===== src/rtl/core/sabd_pkg.sv =====
`default_nettype none

package sabd_pkg;

  // Depth of the queue between the byte classifier and the decoder
  localparam int unsigned QueueDepth = 2;
  localparam int unsigned QueuePtrW  = (QueueDepth > 1) ? $clog2(QueueDepth) : 1;
  localparam int unsigned QueueCntW  = $clog2(QueueDepth + 1);

  // Byte positions within a 16-byte block
  localparam logic [3:0] PosHeader = 4'd0;
  localparam logic [3:0] PosFlags  = 4'd1;
  localparam logic [3:0] PosData0  = 4'd2;
  localparam logic [3:0] PosLast   = 4'd15;

  // Largest filter index; larger header values are clamped to it
  localparam logic [3:0] FilterMax = 4'd4;

  // Saturation bounds of a sample
  localparam logic signed [20:0] SampleMax = 21'sd32767;
  localparam logic signed [20:0] SampleMin = -21'sd32768;

  // Prediction rounding term and shift
  localparam logic signed [25:0] PredRound = 26'sd32;
  localparam int unsigned        PredShift = 6;

  // What a queued byte is
  typedef enum logic [1:0] {
    KIND_HEADER = 2'd0,
    KIND_FLAGS  = 2'd1,
    KIND_DATA   = 2'd2
  } item_kind_e;

  // One classified byte on its way to the decoder
  typedef struct packed {
    item_kind_e kind;
    logic [7:0] data_byte;
    logic       restart;
    logic       last_byte;
  } item_t;

  // Coefficient on the newest history sample
  function automatic logic signed [7:0] coef_newest(input logic [2:0] filter);
    logic signed [7:0] c;
    unique case (filter)
      3'd1:    c = 8'sd60;
      3'd2:    c = 8'sd115;
      3'd3:    c = 8'sd98;
      3'd4:    c = 8'sd122;
      default: c = 8'sd0;
    endcase
    return c;
  endfunction

  // Coefficient on the older history sample
  function automatic logic signed [7:0] coef_older(input logic [2:0] filter);
    logic signed [7:0] c;
    unique case (filter)
      3'd2:    c = -8'sd52;
      3'd3:    c = -8'sd55;
      3'd4:    c = -8'sd60;
      default: c = 8'sd0;
    endcase
    return c;
  endfunction

endpackage

`default_nettype wire


===== src/rtl/core/sabd_front.sv =====
`default_nettype none

module sabd_front (
  input  wire logic              clk_i,
  input  wire logic              rst_ni,
  input  wire logic              in_valid_i,
  output logic                   in_ready_o,
  input  wire logic [7:0]        in_byte_i,
  input  wire logic              in_restart_i,
  input  wire logic              q_full_i,
  output logic                   push_o,
  output sabd_pkg::item_t        push_item_o
);

  logic [3:0] pos_q, pos_d;
  logic       take;

  assign in_ready_o = !q_full_i;
  assign take       = in_valid_i && !q_full_i;
  assign push_o     = take;

  // Classify the byte by its place in the block
  always_comb begin
    push_item_o.data_byte = in_byte_i;
    push_item_o.restart   = in_restart_i;
    push_item_o.last_byte = (pos_q == sabd_pkg::PosLast);
    if (pos_q == sabd_pkg::PosHeader) begin
      push_item_o.kind = sabd_pkg::KIND_HEADER;
    end else if (pos_q == sabd_pkg::PosFlags) begin
      push_item_o.kind = sabd_pkg::KIND_FLAGS;
    end else begin
      push_item_o.kind = sabd_pkg::KIND_DATA;
    end
  end

  // Byte position, wraps back to the header after the last data byte
  always_comb begin
    pos_d = pos_q;
    if (take) begin
      pos_d = pos_q + 4'd1;
    end
  end

  always_ff @(posedge clk_i or negedge rst_ni) begin
    if (!rst_ni) begin
      pos_q <= sabd_pkg::PosHeader;
    end else begin
      pos_q <= pos_d;
    end
  end

endmodule

`default_nettype wire


===== src/rtl/core/sabd_queue.sv =====
`default_nettype none

module sabd_queue (
  input  wire logic              clk_i,
  input  wire logic              rst_ni,
  input  wire logic              push_i,
  input  sabd_pkg::item_t        push_item_i,
  output logic                   full_o,
  output logic                   valid_o,
  output sabd_pkg::item_t        item_o,
  input  wire logic              pop_i
);

  sabd_pkg::item_t mem_q [sabd_pkg::QueueDepth];

  logic [sabd_pkg::QueuePtrW-1:0] wr_ptr_q, wr_ptr_d;
  logic [sabd_pkg::QueuePtrW-1:0] rd_ptr_q, rd_ptr_d;
  logic [sabd_pkg::QueueCntW-1:0] count_q, count_d;
  logic                           do_push, do_pop;

  assign full_o  = (count_q == sabd_pkg::QueueCntW'(sabd_pkg::QueueDepth));
  assign valid_o = (count_q != '0);
  assign item_o  = mem_q[rd_ptr_q];
  assign do_push = push_i && !full_o;
  assign do_pop  = pop_i && valid_o;

  // Pointer wrap at the queue depth
  always_comb begin
    wr_ptr_d = wr_ptr_q;
    rd_ptr_d = rd_ptr_q;
    count_d  = count_q;
    if (do_push) begin
      wr_ptr_d = (wr_ptr_q == sabd_pkg::QueuePtrW'(sabd_pkg::QueueDepth - 1))
                 ? '0 : wr_ptr_q + sabd_pkg::QueuePtrW'(1);
    end
    if (do_pop) begin
      rd_ptr_d = (rd_ptr_q == sabd_pkg::QueuePtrW'(sabd_pkg::QueueDepth - 1))
                 ? '0 : rd_ptr_q + sabd_pkg::QueuePtrW'(1);
    end
    if (do_push && !do_pop) begin
      count_d = count_q + sabd_pkg::QueueCntW'(1);
    end else if (do_pop && !do_push) begin
      count_d = count_q - sabd_pkg::QueueCntW'(1);
    end
  end

  always_ff @(posedge clk_i or negedge rst_ni) begin
    if (!rst_ni) begin
      wr_ptr_q <= '0;
      rd_ptr_q <= '0;
      count_q  <= '0;
    end else begin
      wr_ptr_q <= wr_ptr_d;
      rd_ptr_q <= rd_ptr_d;
      count_q  <= count_d;
    end
  end

  // Storage
  always_ff @(posedge clk_i) begin
    if (do_push) begin
      mem_q[wr_ptr_q] <= push_item_i;
    end
  end

endmodule

`default_nettype wire


===== src/rtl/core/sabd_back.sv =====
`default_nettype none

module sabd_back (
  input  wire logic              clk_i,
  input  wire logic              rst_ni,
  input  wire logic              q_valid_i,
  input  sabd_pkg::item_t        q_item_i,
  output logic                   pop_o,
  output logic                   out_valid_o,
  input  wire logic              out_ready_i,
  output logic [15:0]            out_sample_o,
  output logic [2:0]             out_flags_o,
  output logic                   out_pair_o,
  output logic                   out_last_o
);

  typedef enum logic [1:0] {
    PH_LOW  = 2'b01,
    PH_HIGH = 2'b10
  } phase_e;

  phase_e phase_q, phase_d;

  logic [3:0]          shift_q, shift_d;
  logic [2:0]          filter_q, filter_d;
  logic [2:0]          flags_q, flags_d;
  logic signed [15:0]  hist_new_q, hist_new_d;
  logic signed [15:0]  hist_old_q, hist_old_d;

  logic                out_valid_q, out_valid_d;
  logic [15:0]         out_sample_q;
  logic [2:0]          out_flags_q;
  logic                out_pair_q;
  logic                out_last_q;

  logic                out_free;
  logic                load;
  logic [3:0]          nib;
  logic [3:0]          hdr_filter;
  logic signed [15:0]  scaled;
  logic signed [23:0]  prod_new;
  logic signed [23:0]  prod_old;
  logic signed [25:0]  pred;
  logic signed [19:0]  pred_sh;
  logic signed [20:0]  sum;
  logic signed [15:0]  sat;

  assign out_free = !out_valid_q || out_ready_i;

  // Shared multiply-add: one sample per cycle while the output register is free
  always_comb begin
    nib      = (phase_q == PH_HIGH) ? q_item_i.data_byte[7:4] : q_item_i.data_byte[3:0];
    scaled   = $signed({nib, 12'h000}) >>> shift_q;
    prod_new = 24'(hist_new_q) * 24'(sabd_pkg::coef_newest(filter_q));
    prod_old = 24'(hist_old_q) * 24'(sabd_pkg::coef_older(filter_q));
    pred     = $signed({{2{prod_new[23]}}, prod_new})
             + $signed({{2{prod_old[23]}}, prod_old})
             + sabd_pkg::PredRound;
    pred_sh  = pred[25:sabd_pkg::PredShift];
    sum      = $signed({{5{scaled[15]}}, scaled}) + $signed({pred_sh[19], pred_sh});
    if (sum > sabd_pkg::SampleMax) begin
      sat = 16'sh7FFF;
    end else if (sum < sabd_pkg::SampleMin) begin
      sat = -16'sh8000;
    end else begin
      sat = sum[15:0];
    end
  end

  // Header filter nibble, clamped
  assign hdr_filter = (q_item_i.data_byte[7:4] > sabd_pkg::FilterMax)
                    ? sabd_pkg::FilterMax : q_item_i.data_byte[7:4];

  // Execute the head of the queue
  always_comb begin
    phase_d    = phase_q;
    shift_d    = shift_q;
    filter_d   = filter_q;
    flags_d    = flags_q;
    hist_new_d = hist_new_q;
    hist_old_d = hist_old_q;
    pop_o      = 1'b0;
    load       = 1'b0;
    if (q_valid_i) begin
      unique case (q_item_i.kind)
        sabd_pkg::KIND_HEADER: begin
          pop_o    = 1'b1;
          shift_d  = q_item_i.data_byte[3:0];
          filter_d = hdr_filter[2:0];
          if (q_item_i.restart) begin
            hist_new_d = '0;
            hist_old_d = '0;
          end
        end
        sabd_pkg::KIND_FLAGS: begin
          pop_o   = 1'b1;
          flags_d = q_item_i.data_byte[2:0];
        end
        sabd_pkg::KIND_DATA: begin
          if (out_free) begin
            load       = 1'b1;
            hist_new_d = sat;
            hist_old_d = hist_new_q;
            if (phase_q == PH_HIGH) begin
              pop_o   = 1'b1;
              phase_d = PH_LOW;
            end else begin
              phase_d = PH_HIGH;
            end
          end
        end
        default: begin
          pop_o = 1'b1;
        end
      endcase
    end
  end

  // Output register
  always_comb begin
    out_valid_d = out_valid_q;
    if (load) begin
      out_valid_d = 1'b1;
    end else if (out_ready_i) begin
      out_valid_d = 1'b0;
    end
  end

  always_ff @(posedge clk_i or negedge rst_ni) begin
    if (!rst_ni) begin
      phase_q     <= PH_LOW;
      shift_q     <= '0;
      filter_q    <= '0;
      flags_q     <= '0;
      hist_new_q  <= '0;
      hist_old_q  <= '0;
      out_valid_q <= 1'b0;
    end else begin
      phase_q     <= phase_d;
      shift_q     <= shift_d;
      filter_q    <= filter_d;
      flags_q     <= flags_d;
      hist_new_q  <= hist_new_d;
      hist_old_q  <= hist_old_d;
      out_valid_q <= out_valid_d;
    end
  end

  always_ff @(posedge clk_i) begin
    if (load) begin
      out_sample_q <= sat;
      out_flags_q  <= flags_q;
      out_pair_q   <= (phase_q == PH_HIGH);
      out_last_q   <= (phase_q == PH_HIGH) && q_item_i.last_byte;
    end
  end

  assign out_valid_o  = out_valid_q;
  assign out_sample_o = out_sample_q;
  assign out_flags_o  = out_flags_q;
  assign out_pair_o   = out_pair_q;
  assign out_last_o   = out_last_q;

endmodule

`default_nettype wire


===== src/rtl/core/sound_adpcm_block_decoder.sv =====
`default_nettype none

// ADPCM block decoder: takes 16-byte blocks one byte per beat (header byte with
// shift and filter, flag byte, then 14 data bytes) and returns two saturated
// 16-bit samples per data byte, low nibble first. Prediction history carries
// across blocks; tuser high on a header beat clears it. A classifier tracks the
// byte position and feeds a short queue; the decoder behind it pops a header or
// flag byte as it applies it and a data byte after its high nibble, one sample
// per cycle while the output register is free, through a single multiply-add
// whose result feeds the next sample's prediction. An output register holds a
// finished sample while the input side keeps filling the queue.
module sound_adpcm_block_decoder (
  input  wire logic        clk_i,
  input  wire logic        rst_ni,
  input  wire logic        s_axis_tvalid_i,
  output logic             s_axis_tready_o,
  input  wire logic [7:0]  s_axis_tdata_i,   // [7:0] data_byte
  input  wire logic        s_axis_tuser_i,   // [0] restart_history
  output logic             m_axis_tvalid_o,
  input  wire logic        m_axis_tready_i,
  output logic [15:0]      m_axis_tdata_o,   // [15:0] sample
  output logic [3:0]       m_axis_tuser_o,   // [2:0] blk_flags, [3] last_of_pair
  output logic             m_axis_tlast_o    // last_of_block
);

  logic            push;
  sabd_pkg::item_t push_item;
  logic            q_full;
  logic            q_valid;
  sabd_pkg::item_t q_item;
  logic            pop;
  logic [2:0]      out_flags;
  logic            out_pair;

  sabd_front u_front (
    .clk_i        (clk_i),
    .rst_ni       (rst_ni),
    .in_valid_i   (s_axis_tvalid_i),
    .in_ready_o   (s_axis_tready_o),
    .in_byte_i    (s_axis_tdata_i),
    .in_restart_i (s_axis_tuser_i),
    .q_full_i     (q_full),
    .push_o       (push),
    .push_item_o  (push_item)
  );

  sabd_queue u_queue (
    .clk_i       (clk_i),
    .rst_ni      (rst_ni),
    .push_i      (push),
    .push_item_i (push_item),
    .full_o      (q_full),
    .valid_o     (q_valid),
    .item_o      (q_item),
    .pop_i       (pop)
  );

  sabd_back u_back (
    .clk_i        (clk_i),
    .rst_ni       (rst_ni),
    .q_valid_i    (q_valid),
    .q_item_i     (q_item),
    .pop_o        (pop),
    .out_valid_o  (m_axis_tvalid_o),
    .out_ready_i  (m_axis_tready_i),
    .out_sample_o (m_axis_tdata_o),
    .out_flags_o  (out_flags),
    .out_pair_o   (out_pair),
    .out_last_o   (m_axis_tlast_o)
  );

  assign m_axis_tuser_o = {out_pair, out_flags};

endmodule

`default_nettype wire


===== config.mk =====
export PLATFORM = sky130hd
export DESIGN_NAME = sound_adpcm_block_decoder
export DESIGN_NICKNAME = d
export VERILOG_FILES = /design/src/rtl/core/sabd_pkg.sv /design/src/rtl/core/sabd_front.sv /design/src/rtl/core/sabd_queue.sv /design/src/rtl/core/sabd_back.sv /design/src/rtl/core/sound_adpcm_block_decoder.sv
export SDC_FILE = /design/constraint.sdc
export NUM_CORES = 1
export LEC_CHECK = 0
export ABC_AREA = 1
export BUFFER_PORTS_ARGS = -buffer_cell sky130_fd_sc_hd__buf_2
export CORE_MARGIN = 10
export CORE_UTILIZATION = 40
export CTS_BUF_LIST = sky130_fd_sc_hd__clkbuf_4
export DETAILED_ROUTE_END_ITERATION = 10
export GPL_TIMING_DRIVEN = 1
export PLACE_DENSITY = 0.56
export SETUP_SLACK_MARGIN = 0.02
export SLEW_MARGIN = 30
export SYNTH_ARGS = -nofsm -noshare
export SYNTH_HDL_FRONTEND = slang
export SYNTH_SLANG_ARGS = --single-unit

===== constraint.sdc =====
create_clock -name clk_i -period 7.5 [get_ports clk_i]
set_input_delay 0.375 -clock clk_i [delete_from_list [all_inputs] [get_ports clk_i]]
set_output_delay 0.375 -clock clk_i [all_outputs]
set_load 0.005 [all_outputs]

======== Word-level counts from Yosys, hierarchy flattened ========
Memories as Yosys holds them, arrays and structs flattened.
Cells that the tools add are included.
operators by class
  add/sub/neg operators ................... 8
  $mul .................................... 2
  divide/modulo/power cells ............... 0
  order comparisons ....................... 3
  equality and inequality tests ........... 12
  shifts and indexed selects .............. 1
  mux-type cells .......................... 29
  bitwise gates (word level) .............. 0
  reductions and logical operators ........ 21
operator list
  operator               count
  $mux 16                5
  $pmux 16 s2            2
  $mul 16x8->24          2
  $pmux 7 s4             1
  $add 25x7->26 const B  1
  $add 24x24->25         1
  $pmux 8 s3             1
  $add 16x20->21         1
  $gt 21x16->1 const B   1
  $lt 21x16->1 const B   1
  $sshr 16x4->16         1
  $mux 1                 13
  $mux 2                 5
  $reduce_bool 2->1      4
  $eq 2x2->1 const B     3
  $eq 3x2->1 const B     2
  $logic_and 1x1->1      6
  $add 4x1->4 const B    1
  $eq 4x1->1 const B     1
  $eq 4x4->1 const B     1
  $gt 4x3->1 const B     1
  $logic_not 1->1        4
  $logic_not 4->1        1
  $mux 4                 1
  14 further kinds       16
storage, ports and cells
  flip-flop bits (word level) ............. 74
  latch bits .............................. 0
  RAM bits ................................ 24
  memory bits (read-only) ................. 0
  bits of input ports ..................... 13
  word-level logic and storage cells ...... 92
  memories kept ........................... 1
memory list
  name           words  bits a word  rd ports  clocked after memory_dff  wr ports  line              source
  u_queue.mem_q  2      12           1         0                         1         sabd_queue.sv:14  sabd_pkg::item_t mem_q [sabd_pkg::QueueDepth];

======== Depth between registers and ports, before layout ========
Gate-level depths: netlist of run 1.
  depth in word-level cells ............... 11
  gate-level depth with buffers ........... 45
  mapped depth without buffers ............ 44

======== Modules after synthesis ========
A second synthesis of run 1 with hierarchy kept.
second synthesis, totals
  cells, all modules ...................... 1,577
  area total of the unflattened synthesis .. 13,170.1 um^2
by module, submodules not included
  module                     times used  cells an instance  area an instance (um^2)
  sabd_back                  1           1,441              11,721.2
  sabd_queue                 1           94                 1,117.3
  sabd_front                 1           41                 324.1
  sound_adpcm_block_decoder  1           1                  7.5

======== Worst setup path after synthesis of run 1 ========
Ideal clock, no wire load.
  path kind ............................... register to register
  from .................................... reg u_back.filter_q[1]
  to ...................................... reg u_back.out_sample_q[10] (netlist: u_back.out_sample_o[10]), data pin
  library setup time ...................... 0.256 ns
  arrival time ............................ 7.614 ns
  data required time ...................... 7.244 ns
  setup slack ............................. -0.370 ns
  stages on the path, launching flop included .. 39
  clock period less this slack ............ 7.870 ns
  path through ............................ dfrtp_1 -> inv_1 -> nor2_1 -> inv_1 -> nor2_1 -> nor3_1 -> clkbuf_1 -> nor2_1 -> fa_1 -> inv_1 -> fa_1 -> inv_1 -> fa_1 -> fa_1 -> fa_1 -> inv_1 -> fa_1 -> inv_1 -> (+3 left out) -> a21oi_1 -> o21ai_0 -> nand2_1 -> o211ai_1 -> a21oi_1 -> xnor2_1 -> ha_1 -> a21oi_1 -> o21bai_1 -> a21oi_1 -> nand2_1 -> nand2_1 -> nand2_1 -> nor2_1 -> nand2_1 -> o21ai_4 -> buf_6 -> nand2_2
on the way
  cells in the longest elaborated chain, start to end .. 9
  elaborated cells on any way between the ends .. 15
  classes of those cells .................. add/sub (3); mul (2); order compare (2); eq/ne (4); mux (4)
RTL lines
  element                                          line                              source
  start, declared                                  sabd_back.sv:25                   logic [2:0] filter_q, filter_d;
  start signal, assigned                           sabd_back.sv:141                  filter_q <= filter_d;
  $eq 3x3->1, or another cell as far along         sabd_pkg.sv:45, sabd_pkg.sv:58
  $pmux 7 s4 / $pmux 8 s3 (equally long branches)  sabd_pkg.sv:45, sabd_pkg.sv:58
  $mul 16x8->24 (on tied branches)                 sabd_back.sv:54, sabd_back.sv:55
  $add 24x24->25 *                                 sabd_back.sv:57                   + $signed({{2{prod_old[23]}}, prod_old})
  $add 25x7->26 *                                  sabd_back.sv:58                   + sabd_pkg::PredRound;
  $add 16x20->21 *                                 sabd_back.sv:60                   sum = $signed({{5{scaled[15]}}, scaled}) + $signed({pred_sh[19], pred_sh});
  $lt 21x16->1                                     sabd_back.sv:63                   end else if (sum < sabd_pkg::SampleMin) begin
  $mux 16                                          sabd_back.sv:63
  $mux 16 *                                        sabd_back.sv:61                   if (sum > sabd_pkg::SampleMax) begin
  via u_back.sat[10]                               sabd_back.sv:46                   logic signed [15:0] sat;
  end signal, assigned                             sabd_back.sv:151                  out_sample_q <= sat;
  end, declared                                    sabd_back.sv:31                   logic [15:0] out_sample_q;
The timed path passes the listed nets; every way through them passes the cells marked *.
A chain may end at the register's enable or synchronous reset.

======== Worst setup path after layout of run 1 ========
  from .................................... reg u_back.filter_q[2]
  to ...................................... reg u_back.hist_new_q[4]
on the way
  cells in the longest elaborated chain, start to end .. 11
  elaborated cells on any way between the ends .. 17
  classes of those cells .................. add/sub (3); mul (2); order compare (2); eq/ne (4); mux (6)
RTL lines
  element                                          line                              source
  $eq 3x3->1, or another cell as far along         sabd_pkg.sv:45, sabd_pkg.sv:58
  $pmux 7 s4 / $pmux 8 s3 (equally long branches)  sabd_pkg.sv:45, sabd_pkg.sv:58
  $mul 16x8->24 (on tied branches)                 sabd_back.sv:54, sabd_back.sv:55
  $add 24x24->25 *                                 sabd_back.sv:57
  $add 25x7->26 *                                  sabd_back.sv:58
  $add 16x20->21 *                                 sabd_back.sv:60
  $lt 21x16->1                                     sabd_back.sv:63
  $mux 16                                          sabd_back.sv:63
  $mux 16 *                                        sabd_back.sv:61
  via u_back.sat[4]                                sabd_back.sv:46
  $mux 16 *                                        sabd_back.sv:100                  if (out_free) begin
  $pmux 16 s2 *                                    sabd_back.sv:85                   unique case (q_item_i.kind)
  end signal, assigned                             sabd_back.sv:143                  hist_new_q <= hist_new_d;
  end, declared                                    sabd_back.sv:27                   logic signed [15:0] hist_new_q, hist_new_d;
The timed path passes the listed nets; every way through them passes the cells marked *. The select of a mux whose other input is x is not followed.

==> metrics, run 1 <==
RSZ-0062 raised after global routing yes; Port Buf Inserts 35; r2r startpoint u_back.filter_q[2]; Starting Density 40.85%; Syn Area/Cell 8.441 um^2; most common cell in the netlist inv_1; status finished, violations left; Crit. End Element flip-flop; Net Count, Synth 1,869; Final Wtd Congestion 0.9443; crit path max-delay cell type fa_1; Crit path required time 7.96 ns; Tmin final 7.885 ns; TritonCTS clock tree yes; Min-Delay Path Class primary input to flip-flop; number of synthesized flops with an enable pin 45; Cell Area, Synth 12,990 um^2; vias after detailed routing 10,720; ranking of synthesized cells by area fa_1 (29%), ha_1 (12%), inv_1 (11%), edfxtp_1 (10%), dfrtp_1 (10%); Iter 0 DRT Violations 565; Worst path max stage delay 0.56 ns; Post-DP Area 15,010 um^2; final hold violations 0; Layout area overhead 30.33%; Worst-path clk slew 0.20 ns; CP startpoint u_back.filter_q[2]; failing checks setup timing; asr flop ratio synth 54.08%; htree depth 3; Final Instance Area 16,930 um^2; Mapped Cells 1,539; Nets 2,122; Core Area 31,800 um^2; DRT Pass-1 Iters 5; gr usage total 17.99%; leading cell types by count after synthesis inv_1 (364), nand2_1 (254), nor2_1 (215); R2R setup slack -0.38 ns; fraction of layout cells with a size suffix above 1 31.22%; total CTS buffers 9; normalized max-slew margin 39.31%; antenna violations before repair 1; post-synth top area cell fa_1; Clock Sink Count 98; Clock Tree Root clkbuf_4; MaxCap Viol Count 0; Synth Flop Type dfrtp_1; FMAX 126.8 MHz; register bit total from synthesis 98; setup TNS -10.42 ns; first-pass GRT wire length 58.38 mm; Post-DRT Antenna Nets 0; row count 65; startpoint types flip-flop; setup violators final 30; hpwl dp 28.57 mm; Post-Place Worst Slack -0.7779 ns; die area 40,080 um^2; Critical Path Fanout Max 8; Netlist cell types 46; worst-margin pin slew 0.9103 ns; remaining routing DRC violations 0; HP Start m_axis_tready_i; pin count of the biggest net entering global routing 54; Synth top area share 28.97%; fill count 2,824; final slew viol count 0; wire per inst 15.99 um; Crit Path Class flip-flop to flip-flop; Die X 200.2 um; vias in the first global route 11,350; chip height 200.2 um; Worst-Skew Late Latency 0.53 ns; Worst Clk Skew 0.03548 ns; slack of the critical path -0.3850 ns; Final Core Density 53.24%; vias per cell 4.800; sequential fraction of the synthesis area 20.62%; Congestion Overflow GR 0; WL final 35.72 mm; Top Ports 36; Yosys warning total 0; Max clock buf depth 2; final worst-path cycle share 105.1%; worst path arrival time 8.34 ns
[worst max-delay path, delay by kind of cell (launching register included)]
family | cells | cell delay [ns]
buffers and inverters | 9 | 0.91
adder cells (fa/ha/maj) | 8 | 3.71
flip-flops | 1 | 0.49
XOR/XNOR | 1 | 0.17
AO/OA/AOI/OAI | 5 | 0.79
AND/OR/NAND/NOR | 16 | 1.69
[worst paths after layout]
check,end,depth (start not counted)
worst max register to register,u_back.hist_new_q[4],39
worst min-delay path,u_back.out_valid_o,2
worst max-delay path,u_back.hist_new_q[4],39
max in group asynchronous,u_back.filter_q[0],3
min in group asynchronous,u_back.hist_new_q[12],3
worst min register to register,u_back.out_flags_o[0],0
[stage by stage]
stage | std cells | hold WS [ns]
detailed placement | 2162 | 0.4468
global placement | 2162 | 0.4466
floorplan | 1539 | 0.07941
finish | 2234 | 0.03509
global route | 2234 | -0.003293
CTS | 2207 | 0.004910
[logic make-up after synthesis]
group	count (synthesis)	share of synthesized area, %
xor+xnor	46	3.102
compound gates	144	6.328
buf+inv	393	11.56
mux	4	0.3275
flops	98	20.62
fa+ha+maj	317	41.40
simple gates	537	16.66
[area by class of cell]
type                       instances  area (um^2)  area share, %
multi-input combinational       1048        10080          59.54
timing repair buffer             265         2077          12.27
sequential                        98         2681          15.84
clock buffer                       9        67.56         0.3991
antenna                            2        5.005        0.02956
clock inverter                     7        81.33         0.4804
tap                              435        544.3          3.215
inverter                         370         1394          8.233
[per-layer routing]
| layer | track usage (%) | wire length, um | share of wire [%] | vias to the layer above |
|---|---|---|---|---|
| li1 | - | - | - | 5175 |
| met3 | 2.515 | 1584 | 4.4 | 34 |
| met1 | 24.38 | 16340 | 46 | 5289 |
| met2 | 30.03 | 17270 | 48 | 226 |
| met5 | 0 | 0 | 0 | - |
| met4 | 3.570 | 523 | 1.5 | 0 |
[state kept, by name (all words and copies together) (netlist names), 3 cells and up]
name	count
u_back.flags_q	3
u_back.shift_q	4
u_back.out_flags_o	3
u_front.pos_q	4
u_back.hist_old_q	16
u_back.out_sample_o	16
u_back.hist_new_q	16
u_back.filter_q	3
u_queue.mem_q	24
[timing repair]
item,4_1_cts,5_1_grt
hold endpoints to repair,37,3
cloned,2,0
resized for setup,128,221
endpoints found under the setup margin,32,32
buffers inserted,22,26
hold buffers,5,2
pin swaps,69,169
[layout by cell type, fill, tap and decap left out, drive strengths merged, types with 6 or more instances in the layout]
master / instances
o22ai: 20
clkinv: 8
xor2: 27
nand4: 6
xnor2: 19
buf: 257
o21ai: 52
nand3: 32
inv: 369
a21oi: 54
dfrtp: 52
clkbuf: 10
ha: 129
nand2: 268
edfxtp: 45
nor2: 219
fa: 188
dlygate4sd3: 7
Power of run 1 is not shown: default switching activity piles up to over one toggle a cycle in this logic, so the estimate is an artifact.
==> inputs of run 2 (changes only) <==
--- a/config.mk
+++ b/config.mk
@@ -7,12 +7,13 @@
 export LEC_CHECK = 0
 export ABC_AREA = 1
 export BUFFER_PORTS_ARGS = -buffer_cell sky130_fd_sc_hd__buf_2
-export CORE_MARGIN = 10
-export CORE_UTILIZATION = 40
+export CORE_MARGIN = 3
+export CORE_UTILIZATION = 50
 export CTS_BUF_LIST = sky130_fd_sc_hd__clkbuf_4
 export DETAILED_ROUTE_END_ITERATION = 10
 export GPL_TIMING_DRIVEN = 1
-export PLACE_DENSITY = 0.56
+export PLACE_DENSITY = 0.68
+export RECOVER_POWER = 25
 export SETUP_SLACK_MARGIN = 0.02
 export SLEW_MARGIN = 30
 export SYNTH_ARGS = -nofsm -noshare
==> run 2 against run 1 <==
  * Non-clock buffer count down 25
  * The flow finishes with violations (capacitance limit, slew limit, setup timing)
  * Register-to-register slack better by 0.05 ns
  * Worst hold slack better by 0.0077 ns
  * Core utilization up 12 points
  * Die area down 30%
  * Maximum frequency up 0.68%
  * Clock skew down 0.0037 ns
  * Count of clock-buffer cells in the layout unchanged
  * Via count up 1.9%
  * Global-route usage up 7.7 points
  * Sequential cell count unchanged
==> metrics, run 2 (synthesized netlist as in run 1, its figures left out) <==
status finished, violations left; failing checks capacitance limit, slew limit, setup timing; hold endpoint u_back.out_valid_o; met3 Track Usage GR 2.597% (+0.082 points); Worst-path clk slew 0.19 ns (about the same); Clock Tree Root clkbuf_4; fin cells 2,103 (-5.9%); worst-margin pin slew 3.273 ns (+2.363 ns); Worst-Skew Late Latency 0.51 ns (-0.02 ns); fraction of layout cells with a size suffix above 1 28.39% (-2.8 points); WL final 35.52 mm (-0.57%); dpl cells 2,045 (-5.4%); gr usage total 25.74% (+7.7 points); worst path arrival time 8.10 ns (-0.24 ns); vias after detailed routing 10,930 (+1.9%); leading cell type in the layout, fill and taps excluded inv_1; htree depth 3 (unchanged); first-pass GRT wire length 57.51 mm (-1.5%); most frequent cells in the layout inv_1 (335), nand2_1 (209), buf_4 (180), fa_1 (177), nor2_1 (164); Top Ports 36 (unchanged); vias in the first global route 11,430 (+0.74%); CTS Hold Bufs 0 (-5); slack of the critical path -0.3320 ns (+0.05296 ns); Final Wtd Congestion 0.9751 (+3.3%); HP Start m_axis_tready_i; chip height 167.2 um (-16%); M1 GR Usage 35.51% (+11 points); Clock Sink Count 98 (unchanged); RSZ-0062 raised after global routing yes; FMAX 127.7 MHz (+0.68%); R2R depth 39 (unchanged); Starting Density 51.29% (+10 points); Congestion Overflow GR 0 (unchanged); TritonCTS clock tree yes; DRT Pass-1 Iters 5 (unchanged); setup violators final 32 (+6.7%); Largest register FFs 24 (unchanged); wire per inst 16.89 um (+5.6%); most used cell, CP fa_1; antenna violations before repair 1 (unchanged); final hold violations 0 (unchanged); grt peak-use layer met2; Crit. End Element flip-flop; die area 27,950 um^2 (-30%); Die X 167.2 um (-16%); Post-DRT Antenna Nets 0 (unchanged); Port Buf Inserts 35 (unchanged); crit path max-delay cell type fa_1; Nets 2,097 (-1.2%); Worst path max stage delay 0.56 ns (about the same); Min-Delay Path Class primary input to flip-flop; normalized max-slew margin -118.2% (-160 points); row count 58 (-11%); MaxCap Viol Count 1 (+1); vias per cell 5.196 (+8.2%); hpwl dp 27.69 mm (-3.1%); Crit path required time 7.77 ns (-0.19 ns); Crit Path Class flip-flop to flip-flop; Max clock buf depth 2 (unchanged); remaining routing DRC violations 0 (unchanged); pin count of the biggest net entering global routing 54 (unchanged); Worst Clk Skew 0.03180 ns (-0.003683 ns); Core Area 25,330 um^2 (-20%); r2r startpoint u_back.filter_q[2]; final worst-path cycle share 104.4% (-0.71 points); R2R setup slack -0.33 ns (+0.05 ns); Hold Crit Depth 2 (unchanged); Layout area overhead 26.64%; r2r endpoint u_back.out_sample_o[6]; startpoint types flip-flop; total CTS buffers 9 (unchanged); CP startpoint u_back.filter_q[2]; final slew viol count 54 (+54); Tmin final 7.832 ns (-0.05296 ns); Iter 0 DRT Violations 705 (+25%); Reg with most FFs u_queue.mem_q; GR met2 Demand/Resource 44.95% (+15 points); Hold WS 0.04274 ns (+0.007656 ns); Critical Path Fanout Max 8 (unchanged)
[run 2: how the worst max path moves through the flow]
stage                              endpoint
floorplan           u_back.out_sample_o[14]
global placement     u_back.out_sample_o[2]
detailed placement   u_back.out_sample_o[2]
CTS                  u_back.out_sample_o[0]
global route           u_back.hist_new_q[5]
finish               u_back.out_sample_o[6]
[run 2: area by class of cell]
class	instances	area, um^2
repair buffers	240	1878
diodes	1	2.502
flip-flops and latches	98	2681
clock inverters	7	81.33
multi-input cells	1048	9932
inverters	370	1395
well taps	330	412.9
clock buffers	9	67.56
fillers	2028	8876
[run 2: critical path: cells and delay by family (launching register included)]
kind,cells,cell delay (ns)
adder cells (fa/ha/maj),8,3.64
AO/OA/AOI/OAI,9,1.41
buffers and inverters,10,0.98
AND/OR/NAND/NOR,11,0.91
flip-flops,1,0.51
XOR/XNOR,1,0.13
[run 2: per-stage QoR]
stage	instance area (um^2)	setup slack, ns	TNS [ns]	util (%)
6_report	16450	-0.3320	-9.127	64.95
4_1_cts	15780	-0.2224	-6.013	62.31
3_5_place_dp	14800	-0.6985	-20.91	58.45
5_1_grt	16450	-0.5958	-17.70	64.95
3_3_place_gp	14800	-0.6074	-18.47	58.42
2_1_floorplan	13040	0.03448	0	-
[run 2: what timing repair did]
| action | CTS | global route |
|---|---|---|
| pin swaps | 89 | 100 |
| setup buffers | 24 | 16 |
| cloned | 2 | 1 |
| endpoints found under the setup margin | 32 | 32 |
| resized for setup | 161 | 147 |
[run 2: metal layers]
metal	vias to the layer above	share of wire [%]
met5	-	0
met2	334	50
met1	5416	43
li1	5123	-
met3	55	5.1
met4	0	1.8
Power of run 2 is left out for the same reason.
